==> src/sv/rtc3w_pkg.sv <==
// ----------------------------------------------------------------------------
// rtc3w_pkg: shared types and constants of the three-wire rtc master
// command codes, sequencer modes and register address tables
// ----------------------------------------------------------------------------
package rtc3w_pkg;

   // request opcodes
   localparam logic [1:0] OP_WRITE_TIME = 2'd0;
   localparam logic [1:0] OP_READ_TIME  = 2'd1;
   localparam logic [1:0] OP_TICK       = 2'd2;
   localparam logic [1:0] OP_NOP        = 2'd3;

   // sequencer modes
   localparam logic [1:0] MODE_IDLE  = 2'd0;
   localparam logic [1:0] MODE_WRITE = 2'd1;
   localparam logic [1:0] MODE_READ  = 2'd2;

   localparam logic [4:0] GAP_TICK      = 5'd16;
   localparam logic [3:0] WRITE_LAST    = 4'd9;
   localparam logic [3:0] READ_LAST     = 4'd6;
   localparam logic [3:0] SECONDS_INDEX = 4'd5;

   localparam logic [7:0] CTRL_UNPROTECT = 8'h00;
   localparam logic [7:0] CTRL_PROTECT   = 8'h80;
   localparam logic [7:0] SECONDS_HALT   = 8'h80;
   localparam logic [7:0] SECONDS_MASK   = 8'h7F;
   localparam logic [7:0] ADDR_WR_MASK   = 8'hFE;
   localparam logic [7:0] ADDR_RD_BIT    = 8'h01;

   // one response as it sits in the output register
   typedef struct packed {
      logic       rejected;
      logic [7:0] byte_value;
      logic [2:0] byte_index;
      logic       data_drive;
      logic       data_out;
      logic       clock_pulse;
      logic       chip_enable;
      logic       byte_valid;
      logic       done_res;
   } rsp_type;

   // write-form address of each write transaction
   function automatic logic [7:0] wr_addr(input logic [3:0] t);
      case (t)
         4'd0:    wr_addr = 8'h8E;
         4'd1:    wr_addr = 8'h80;
         4'd2:    wr_addr = 8'h8C;
         4'd3:    wr_addr = 8'h88;
         4'd4:    wr_addr = 8'h86;
         4'd5:    wr_addr = 8'h84;
         4'd6:    wr_addr = 8'h82;
         4'd7:    wr_addr = 8'h80;
         4'd8:    wr_addr = 8'h8A;
         default: wr_addr = 8'h8E;
      endcase
   endfunction

   // write-form address of each read transaction, in byte index order
   function automatic logic [7:0] rd_addr(input logic [3:0] t);
      case (t)
         4'd0:    rd_addr = 8'h8C;
         4'd1:    rd_addr = 8'h88;
         4'd2:    rd_addr = 8'h86;
         4'd3:    rd_addr = 8'h84;
         4'd4:    rd_addr = 8'h82;
         4'd5:    rd_addr = 8'h80;
         default: rd_addr = 8'h8A;
      endcase
   endfunction

endpackage

==> src/sv/rtc_three_wire_time_transfer.sv <==
// ----------------------------------------------------------------------------
// rtc_three_wire_time_transfer: tick-driven three-wire rtc master
// sequences time writes and reads over a chip-enable / clock / data bus
// ----------------------------------------------------------------------------
// Each request is a command (write time, read time), a serial tick or a no-op,
// and it yields exactly one registered response. A write-time command
// latches the seven time bytes and runs ten write transactions (unprotect,
// halt seconds, year..weekday, protect); a read-time command runs seven read
// transactions and reports each byte on its gap tick with byte_valid set in
// tuser. A transaction is 16 pulse ticks (address then data, lsb first)
// followed by one chip-enable-low gap tick; tlast marks the final gap of a
// sequence. Commands issued while a sequence runs are ignored and flagged as
// rejected. Throughput is one request per clock: the sequencer state and the
// response are both computed in one pass from the request and the current
// state, and the single output register lets a new request in whenever it is
// empty or the held response is taken in the same cycle.
module rtc_three_wire_time_transfer (
   input  logic        clock,
   input  logic        reset,
   input  logic        req_tvalid,
   output logic        req_tready,
   // dat_in[0], year[8:1], month[16:9], date[24:17], hour[32:25],
   // minute[40:33], second[48:41], weekday[56:49], zero fill[63:57]
   input  logic [63:0] req_tdata,
   // opcode[1:0]
   input  logic [1:0]  req_tuser,
   output logic        rsp_tvalid,
   input  logic        rsp_tready,
   // chip_enable[0], clock_pulse[1], data_out[2], data_drive[3],
   // byte_index[6:4], byte_value[14:7], rejected[15]
   output logic [15:0] rsp_tdata,
   // byte_valid[0]
   output logic        rsp_tuser,
   // done_res
   output logic        rsp_tlast
);

   // sequencer state
   logic [1:0] mode_ff, mode_in;
   logic [3:0] tidx_ff, tidx_in;
   logic [4:0] tick_ff, tick_in;
   logic [7:0] acc_ff,  acc_in;

   // latched time bytes, no reset: always written before first use
   logic [7:0] wbytes_ff [7];

   // output register
   logic                rsp_valid_ff, rsp_valid_in;
   rtc3w_pkg::rsp_type  rsp_ff, rsp_in;

   logic       accept;
   logic [1:0] op;
   logic       din;
   logic       busy;
   logic       rd;
   logic [3:0] last_t;
   logic [3:0] t;
   logic [2:0] wb_idx;
   logic [7:0] addr;
   logic [7:0] wdata;
   logic [7:0] rvalue;

   // a new request enters whenever the output slot is free or being drained
   assign req_tready = !rsp_valid_ff || rsp_tready;
   assign accept     = req_tvalid && req_tready;
   assign op         = req_tuser;
   assign din        = req_tdata[0];

   // mode 3 cannot be reached and acts as idle
   assign busy   = (mode_ff == rtc3w_pkg::MODE_WRITE) || (mode_ff == rtc3w_pkg::MODE_READ);
   assign rd     = (mode_ff == rtc3w_pkg::MODE_READ);
   assign last_t = rd ? rtc3w_pkg::READ_LAST : rtc3w_pkg::WRITE_LAST;
   assign t      = (tidx_ff > last_t) ? last_t : tidx_ff;

   // address byte on the wire: bit0 set for reads
   assign addr = rd ? (rtc3w_pkg::rd_addr(t) | rtc3w_pkg::ADDR_RD_BIT)
                    : (rtc3w_pkg::wr_addr(t) & rtc3w_pkg::ADDR_WR_MASK);

   // data byte of a write transaction
   assign wb_idx = 3'(t - 4'd2);
   always_comb begin
      case (t)
         4'd0:                         wdata = rtc3w_pkg::CTRL_UNPROTECT;
         4'd1:                         wdata = rtc3w_pkg::SECONDS_HALT;
         4'd2, 4'd3, 4'd4, 4'd5,
         4'd6, 4'd7, 4'd8:             wdata = wbytes_ff[wb_idx];
         default:                      wdata = rtc3w_pkg::CTRL_PROTECT;
      endcase
   end

   // seconds come back with the halt flag stripped
   assign rvalue = (t == rtc3w_pkg::SECONDS_INDEX) ? (acc_ff & rtc3w_pkg::SECONDS_MASK)
                                                   : acc_ff;

   always_comb begin
      mode_in      = mode_ff;
      tidx_in      = tidx_ff;
      tick_in      = tick_ff;
      acc_in       = acc_ff;
      rsp_in       = '0;
      rsp_valid_in = rsp_valid_ff && !rsp_tready;

      if (accept) begin
         rsp_valid_in = 1'b1;
         unique case (op) inside
            rtc3w_pkg::OP_WRITE_TIME, rtc3w_pkg::OP_READ_TIME: begin
               if (busy) begin
                  rsp_in.rejected = 1'b1;
               end else begin
                  mode_in = (op == rtc3w_pkg::OP_WRITE_TIME) ? rtc3w_pkg::MODE_WRITE
                                                             : rtc3w_pkg::MODE_READ;
                  tidx_in = '0;
                  tick_in = '0;
                  acc_in  = '0;
               end
            end
            rtc3w_pkg::OP_TICK: begin
               if (busy) begin
                  if (tick_ff < rtc3w_pkg::GAP_TICK) begin
                     // pulse tick: address bits, then data bits
                     rsp_in.chip_enable = 1'b1;
                     rsp_in.clock_pulse = 1'b1;
                     if (!tick_ff[3]) begin
                        rsp_in.data_out   = addr[tick_ff[2:0]];
                        rsp_in.data_drive = 1'b1;
                     end else if (!rd) begin
                        rsp_in.data_out   = wdata[tick_ff[2:0]];
                        rsp_in.data_drive = 1'b1;
                     end else begin
                        acc_in = {din, acc_ff[7:1]};
                     end
                     tick_in = tick_ff + 5'd1;
                  end else begin
                     // gap tick: chip enable low, hand over a read byte
                     if (rd) begin
                        rsp_in.byte_valid = 1'b1;
                        rsp_in.byte_index = t[2:0];
                        rsp_in.byte_value = rvalue;
                        acc_in            = '0;
                     end
                     tick_in = '0;
                     if (t == last_t) begin
                        rsp_in.done_res = 1'b1;
                        mode_in         = rtc3w_pkg::MODE_IDLE;
                        tidx_in         = '0;
                     end else begin
                        tidx_in = t + 4'd1;
                     end
                  end
               end
            end
            default: begin
               // no-op
            end
         endcase
      end
   end

   always_ff @(posedge clock) begin
      if (reset) begin
         mode_ff      <= rtc3w_pkg::MODE_IDLE;
         tidx_ff      <= '0;
         tick_ff      <= '0;
         acc_ff       <= '0;
         rsp_valid_ff <= 1'b0;
      end else begin
         mode_ff      <= mode_in;
         tidx_ff      <= tidx_in;
         tick_ff      <= tick_in;
         acc_ff       <= acc_in;
         rsp_valid_ff <= rsp_valid_in;
      end
   end

   // payload registers
   always_ff @(posedge clock) begin
      if (accept) begin
         rsp_ff <= rsp_in;
      end
      if (accept && (op == rtc3w_pkg::OP_WRITE_TIME) && !busy) begin
         wbytes_ff[0] <= req_tdata[8:1];
         wbytes_ff[1] <= req_tdata[16:9];
         wbytes_ff[2] <= req_tdata[24:17];
         wbytes_ff[3] <= req_tdata[32:25];
         wbytes_ff[4] <= req_tdata[40:33];
         wbytes_ff[5] <= req_tdata[48:41];
         wbytes_ff[6] <= req_tdata[56:49];
      end
   end

   assign rsp_tvalid = rsp_valid_ff;
   assign rsp_tdata  = {rsp_ff.rejected, rsp_ff.byte_value, rsp_ff.byte_index,
                        rsp_ff.data_drive, rsp_ff.data_out, rsp_ff.clock_pulse,
                        rsp_ff.chip_enable};
   assign rsp_tuser  = rsp_ff.byte_valid;
   assign rsp_tlast  = rsp_ff.done_res;

   // tick counter never passes the gap slot
   a_tick_range: assert property (@(posedge clock) disable iff (reset)
      tick_ff <= rtc3w_pkg::GAP_TICK)
      else $error("tick counter out of range");

   // an idle sequencer holds no transaction position
   a_idle_clear: assert property (@(posedge clock) disable iff (reset)
      (mode_ff == rtc3w_pkg::MODE_IDLE) |-> (tidx_ff == '0 && tick_ff == '0))
      else $error("idle sequencer with stale position");

   // end of sequence is always a gap tick with the bus released
   a_done_gap: assert property (@(posedge clock) disable iff (reset)
      (rsp_tvalid && rsp_tlast) |-> (rsp_tdata[3:0] == 4'd0))
      else $error("done flagged outside a gap tick");

   // a reported byte carries a legal index
   a_byte_index: assert property (@(posedge clock) disable iff (reset)
      (rsp_tvalid && rsp_tuser) |-> (rsp_tdata[6:4] <= 3'd6))
      else $error("read byte index out of range");

   // a finished sequence leaves the block idle
   a_done_idle: assert property (@(posedge clock) disable iff (reset)
      (accept && rsp_in.done_res) |=> (mode_ff == rtc3w_pkg::MODE_IDLE))
      else $error("sequencer still busy after done");

endmodule

==> config.mk <==
export PLATFORM = sky130hd
export DESIGN_NAME = rtc_three_wire_time_transfer
export DESIGN_NICKNAME = d
export VERILOG_FILES = /design/src/sv/rtc3w_pkg.sv /design/src/sv/rtc_three_wire_time_transfer.sv
export SDC_FILE = /design/constraint.sdc
export NUM_CORES = 1
export LEC_CHECK = 0
export BUFFER_PORTS_ARGS = -buffer_cell sky130_fd_sc_hd__buf_4
export CAP_MARGIN = 10
export CELL_PAD_IN_SITES_DETAIL_PLACEMENT = 1
export CELL_PAD_IN_SITES_GLOBAL_PLACEMENT = 1
export CORE_AREA = 10 10 140 90
export CTS_CLUSTER_DIAMETER = 120
export DETAILED_ROUTE_END_ITERATION = 8
export DIE_AREA = 0 0 150 100
export PLACE_DENSITY_LB_ADDON = 0.1
export SKIP_LAST_GASP = 1
export SYNTH_ARGS = -nofsm -noshare
export SYNTH_HDL_FRONTEND = slang
export SYNTH_SLANG_ARGS = --single-unit
export TNS_END_PERCENT = 50
==> constraint.sdc <==
create_clock -name clock -period 7.5 [get_ports clock]
set_input_delay 1.5 -clock clock [delete_from_list [all_inputs] [get_ports clock]]
set_output_delay 1.5 -clock clock [all_outputs]
set_load 0.01 [all_outputs]
==> results.yml <==
sta:
  setup_repair_after_global_routing_missed_its_margin: "false"
  finalSetupViolCount: 0
  fmaxAchievable_mhz: 199
  final_max_slew_viol_count: 0
  maxSlewHeadroom_pct: 44.3
  post_route_clock_period_utilization_pct: 67.1
  final-hold-violation-count: 0
  timing.setup.tns_ps: 0
  worst_slew_pin_tran_ps: 832
  fin_crit_ps: 5030
  timing.final.ws_setup_ps: 2470
  final.setup_skew_ps: 5.24
clock_tree:
  tritoncts: "built"
  insertion_delay_ps: 350
  tritoncts_buffer_count: 9
  cell_at_the_root_of_the_clock_tree: "sky130_fd_sc_hd__clkbuf_16"
  cts_resized: 0
  cts_hold_buf: 0
  post-cts-setup-buffers: 0
  sink_count: 93
  clkSlewWorstSetupHoldPaths_ps: 70
  clock_tree.htree_level_count: 3
  cts.path.max_buffers: 2
placement:
  place_ws_ps: 2500
  placedInstanceArea_mm2: 0.00495
  routabilityCongestion: 0.777
  place.detailed.instances: 556
  portBuffers: 82
  hpwl_after_dpl_um: 8090
min_path:
  hp-class: "register to register"
  hold-path-endpoint: "acc_ff[0]"
  hold_start: "acc_ff[0]"
  hold_depth: 2
die:
  die_height_um: 100
  start_util_pct: 41.5
  die_width_um: 150
  fp.dieArea_mm2: 0.0150
  count_of_standard_cell_rows: 29
  design.core.area_mm2: 0.0102
  io_pins: 90
grt:
  grt_use_met2_pct: 22.1
  globalRouteMet1Util_pct: 21.0
  gr_util_all_layers_pct: 15.2
  grt_overflow_total: 0
  grt_max_degree: 58
  grt_busiest_layer: "met2"
  antenna_found_initial: 0
  grt_pass1_wl_um: 17800
  global_route.usage.met3_pct: 4.99
  grt_pass1_vias: 3229
detailed_routing:
  drt_pre_antenna_iters: 4
  routed-via-count: 3076
  routed_wire_length_per_instance_um: 19.4
  drt_iter0_drc: 219
  final_routed_wirelength_across_all_metal_layers_um: 11100
  post_drt_via_cell_ratio: 5.38
  number_of_nets_with_antenna_violations_after_routing: 0
  drc_errors: 0
worst_setup_path:
  startpoint_class: "register"
  timing.critical_path.required_ps: 7670
  regToRegStartpoint: "mode_ff[0]"
  worst-r2r-setup-slack_ps: 2470
  worst_reg2reg_path_length_in_cells: 18
  worst_setup_path_end_kind: "register"
  worst_path_max_fanout: 13
  crit_arrival_ps: 5200
  crit_type: "register to register"
  rr_endpoint: "rsp_tdata[2]"
power_and_ir_drop:
  power.static_leakage_nw: 1.93
  power_density_mw_per_mm2: 210
  ir_worst_vdd_mv: 0.111
logic_synthesis:
  synthSimpleGateAreaFrac_pct: 13.4
  mappedNetlistNets: 430
  synth_enable_flop_cells: 73
  yosysSeqAreaShare_pct: 61.1
  ys_seq_elements: 93
  yosys_warnings: 0
  synth.distinct_cells: 59
  avgSynthCellArea_um2: 12.2
  synth-compound-area-share_pct: 13.0
  postSynthCellCount: 349
  share_of_the_synthesized_netlist_area_taken_by_xor_and_xnor_gates_pct: 1.03
  synth_top_family_by_area: "simple AND/OR/NAND/NOR gates"
  main_synth_ff_type: "sky130_fd_sc_hd__edfxtp_1"
  synthAdderAreaFrac_pct: 3.24
  ys_async_sr_fraction_pct: 0
  synth.mux.area_fraction_pct: 4.80
  mappedNetlistArea_mm2: 0.00425
final_layout:
  final_cell_mix: "83 x sky130_fd_sc_hd__buf_4, 73 x sky130_fd_sc_hd__edfxtp_1, 41 x sky130_fd_sc_hd__nand2_1"
  post-route-util_pct: 51.1
  fraction_of_final_layout_cells_with_drive_strength_greater_than_1_pct: 27.9
  diodes: 0
  sequential_cell_area_mm2: 0.00259
  mostFrequentLayoutCell: "sky130_fd_sc_hd__buf_4"
  multi_input_combinational_cell_area_mm2: 0.00151
  stdcell_count: 572
  finalInstanceArea_mm2: 0.00523
  nFillCells: 1092
  finalNetCount: 509
  layout-area-overhead-vs-synth_pct: 23.2
run:
  cap_viol_max_count: 0
outcome:
  status: "finished clean"
[state kept, by name (all words and copies together), names as in the netlist]
register    flops
rsp_tdata      15
rsp_tlast       1
tidx_ff         4
rsp_tvalid      1
tick_ff         5
acc_ff          8
mode_ff         2
rsp_tuser       1
wbytes_ff      56
[metrics by stage]
stage | hold slack (ps) | power, mW
detailed placement | 462 | 0.684
CTS | 472 | 1.11
finish | 466 | 1.10
global placement | 440 | 0.680
floorplan | 427 | 0.636
global route | 501 | 1.14
[routing by layer]
layer | up-vias | part of all wire [%] | wire length [µm]
met2 | 71 | 43 | 4810
li1 | 1455 | - | -
met5 | - | 0 | 0
met3 | 11 | 6.2 | 690
met1 | 1539 | 49 | 5470
met4 | 0 | 1.2 | 134
[kinds of logic (layout without fill, tap and decap cells)]
group,Yosys count,in the layout
AND/OR/NAND/NOR,117,117
flip-flops,93,93
AO/OA/AOI/OAI,79,79
buffers and inverters,29,113
multiplexers,15,15
adder cells (fa/ha/maj),11,11
XOR/XNOR,5,5
[power breakdown]
part / total, mW / leakage [nW] / internal, mW / switching [mW]
clock: 0.428 / 0.129 / 0.227 / 0.201
sequential: 0.581 / 0.843 / 0.573 / 0.00739
combinational: 0.0914 / 0.962 / 0.0435 / 0.0480
[Yosys cell counts, types with 2 or more instances]
library cell	count	area [µm²]
sky130_fd_sc_hd__nor2_1	23	86.3
sky130_fd_sc_hd__a21o_1	2	15.0
sky130_fd_sc_hd__nand2b_1	3	18.8
sky130_fd_sc_hd__a22o_1	2	17.5
sky130_fd_sc_hd__nor4_1	2	12.5
sky130_fd_sc_hd__and3_1	3	18.8
sky130_fd_sc_hd__xor2_1	3	26.3
sky130_fd_sc_hd__a311oi_1	4	35.0
sky130_fd_sc_hd__o221ai_1	2	17.5
sky130_fd_sc_hd__ha_1	11	138
sky130_fd_sc_hd__or2_2	3	18.8
sky130_fd_sc_hd__o31ai_1	2	15.0
sky130_fd_sc_hd__and2_1	9	56.3
sky130_fd_sc_hd__inv_1	12	45.0
sky130_fd_sc_hd__edfxtp_1	73	2190
sky130_fd_sc_hd__a211oi_1	5	37.5
sky130_fd_sc_hd__mux2i_1	8	80.1
sky130_fd_sc_hd__mux4_2	4	90.1
sky130_fd_sc_hd__dfxtp_1	20	400
sky130_fd_sc_hd__nor3_1	5	25.0
sky130_fd_sc_hd__o22ai_1	2	12.5
sky130_fd_sc_hd__xnor2_1	2	17.5
sky130_fd_sc_hd__mux2_2	3	33.8
sky130_fd_sc_hd__nand3b_1	2	15.0
sky130_fd_sc_hd__nand2_1	41	154
sky130_fd_sc_hd__nand3_1	11	55.1
sky130_fd_sc_hd__o21ai_0	16	80.1
sky130_fd_sc_hd__o311ai_0	2	17.5
sky130_fd_sc_hd__nor2b_1	5	31.3
sky130_fd_sc_hd__nand4_1	3	18.8
sky130_fd_sc_hd__o211ai_1	4	30.0
sky130_fd_sc_hd__clkbuf_1	12	45.0
sky130_fd_sc_hd__buf_12	2	40.0
sky130_fd_sc_hd__a21oi_1	23	115
[worst max path at each step]
stage | from | cells past startpoint | slack (ps) | to
3_5_place_dp | mode_ff[0] | 18 | 2500 | rsp_tdata[2]
4_1_cts | mode_ff[0] | 18 | 2480 | rsp_tdata[2]
2_1_floorplan | rsp_tready | 3 | 1270 | wbytes_ff[0][0]
5_1_grt | mode_ff[0] | 18 | 2010 | rsp_tdata[2]
3_3_place_gp | mode_ff[0] | 18 | 2630 | rsp_tdata[2]
6_report | mode_ff[0] | 18 | 2470 | rsp_tdata[2]
[layout make-up]
cell class | count | share of cell area [%]
Clock buffer | 10 | 4.38
Clock inverter | 6 | 0.885
Inverter | 14 | 1.03
Multi-Input combinational cell | 227 | 28.9
Sequential cell | 93 | 49.6
Tap cell | 139 | 3.33
Timing Repair Buffer | 83 | 11.9
[worst max-delay path: stages, from the launching register on]
cell and delay, ps:
sky130_fd_sc_hd__dfxtp_1 310, sky130_fd_sc_hd__inv_1 50, sky130_fd_sc_hd__ha_1 510, sky130_fd_sc_hd__inv_1 330, sky130_fd_sc_hd__ha_1 390, sky130_fd_sc_hd__nor2b_4 160
sky130_fd_sc_hd__o211ai_4 110, sky130_fd_sc_hd__a21boi_1 490, sky130_fd_sc_hd__o21ai_2 290, sky130_fd_sc_hd__inv_2 270, sky130_fd_sc_hd__ha_1 300, sky130_fd_sc_hd__nor2b_1 160
sky130_fd_sc_hd__o22ai_1 80, sky130_fd_sc_hd__a32oi_1 160, sky130_fd_sc_hd__o21ai_0 220, sky130_fd_sc_hd__nor3_1 210, sky130_fd_sc_hd__o31a_1 150, sky130_fd_sc_hd__or3b_1 370
sky130_fd_sc_hd__a221oi_2 280
Power figures use the tool's default switching activity.
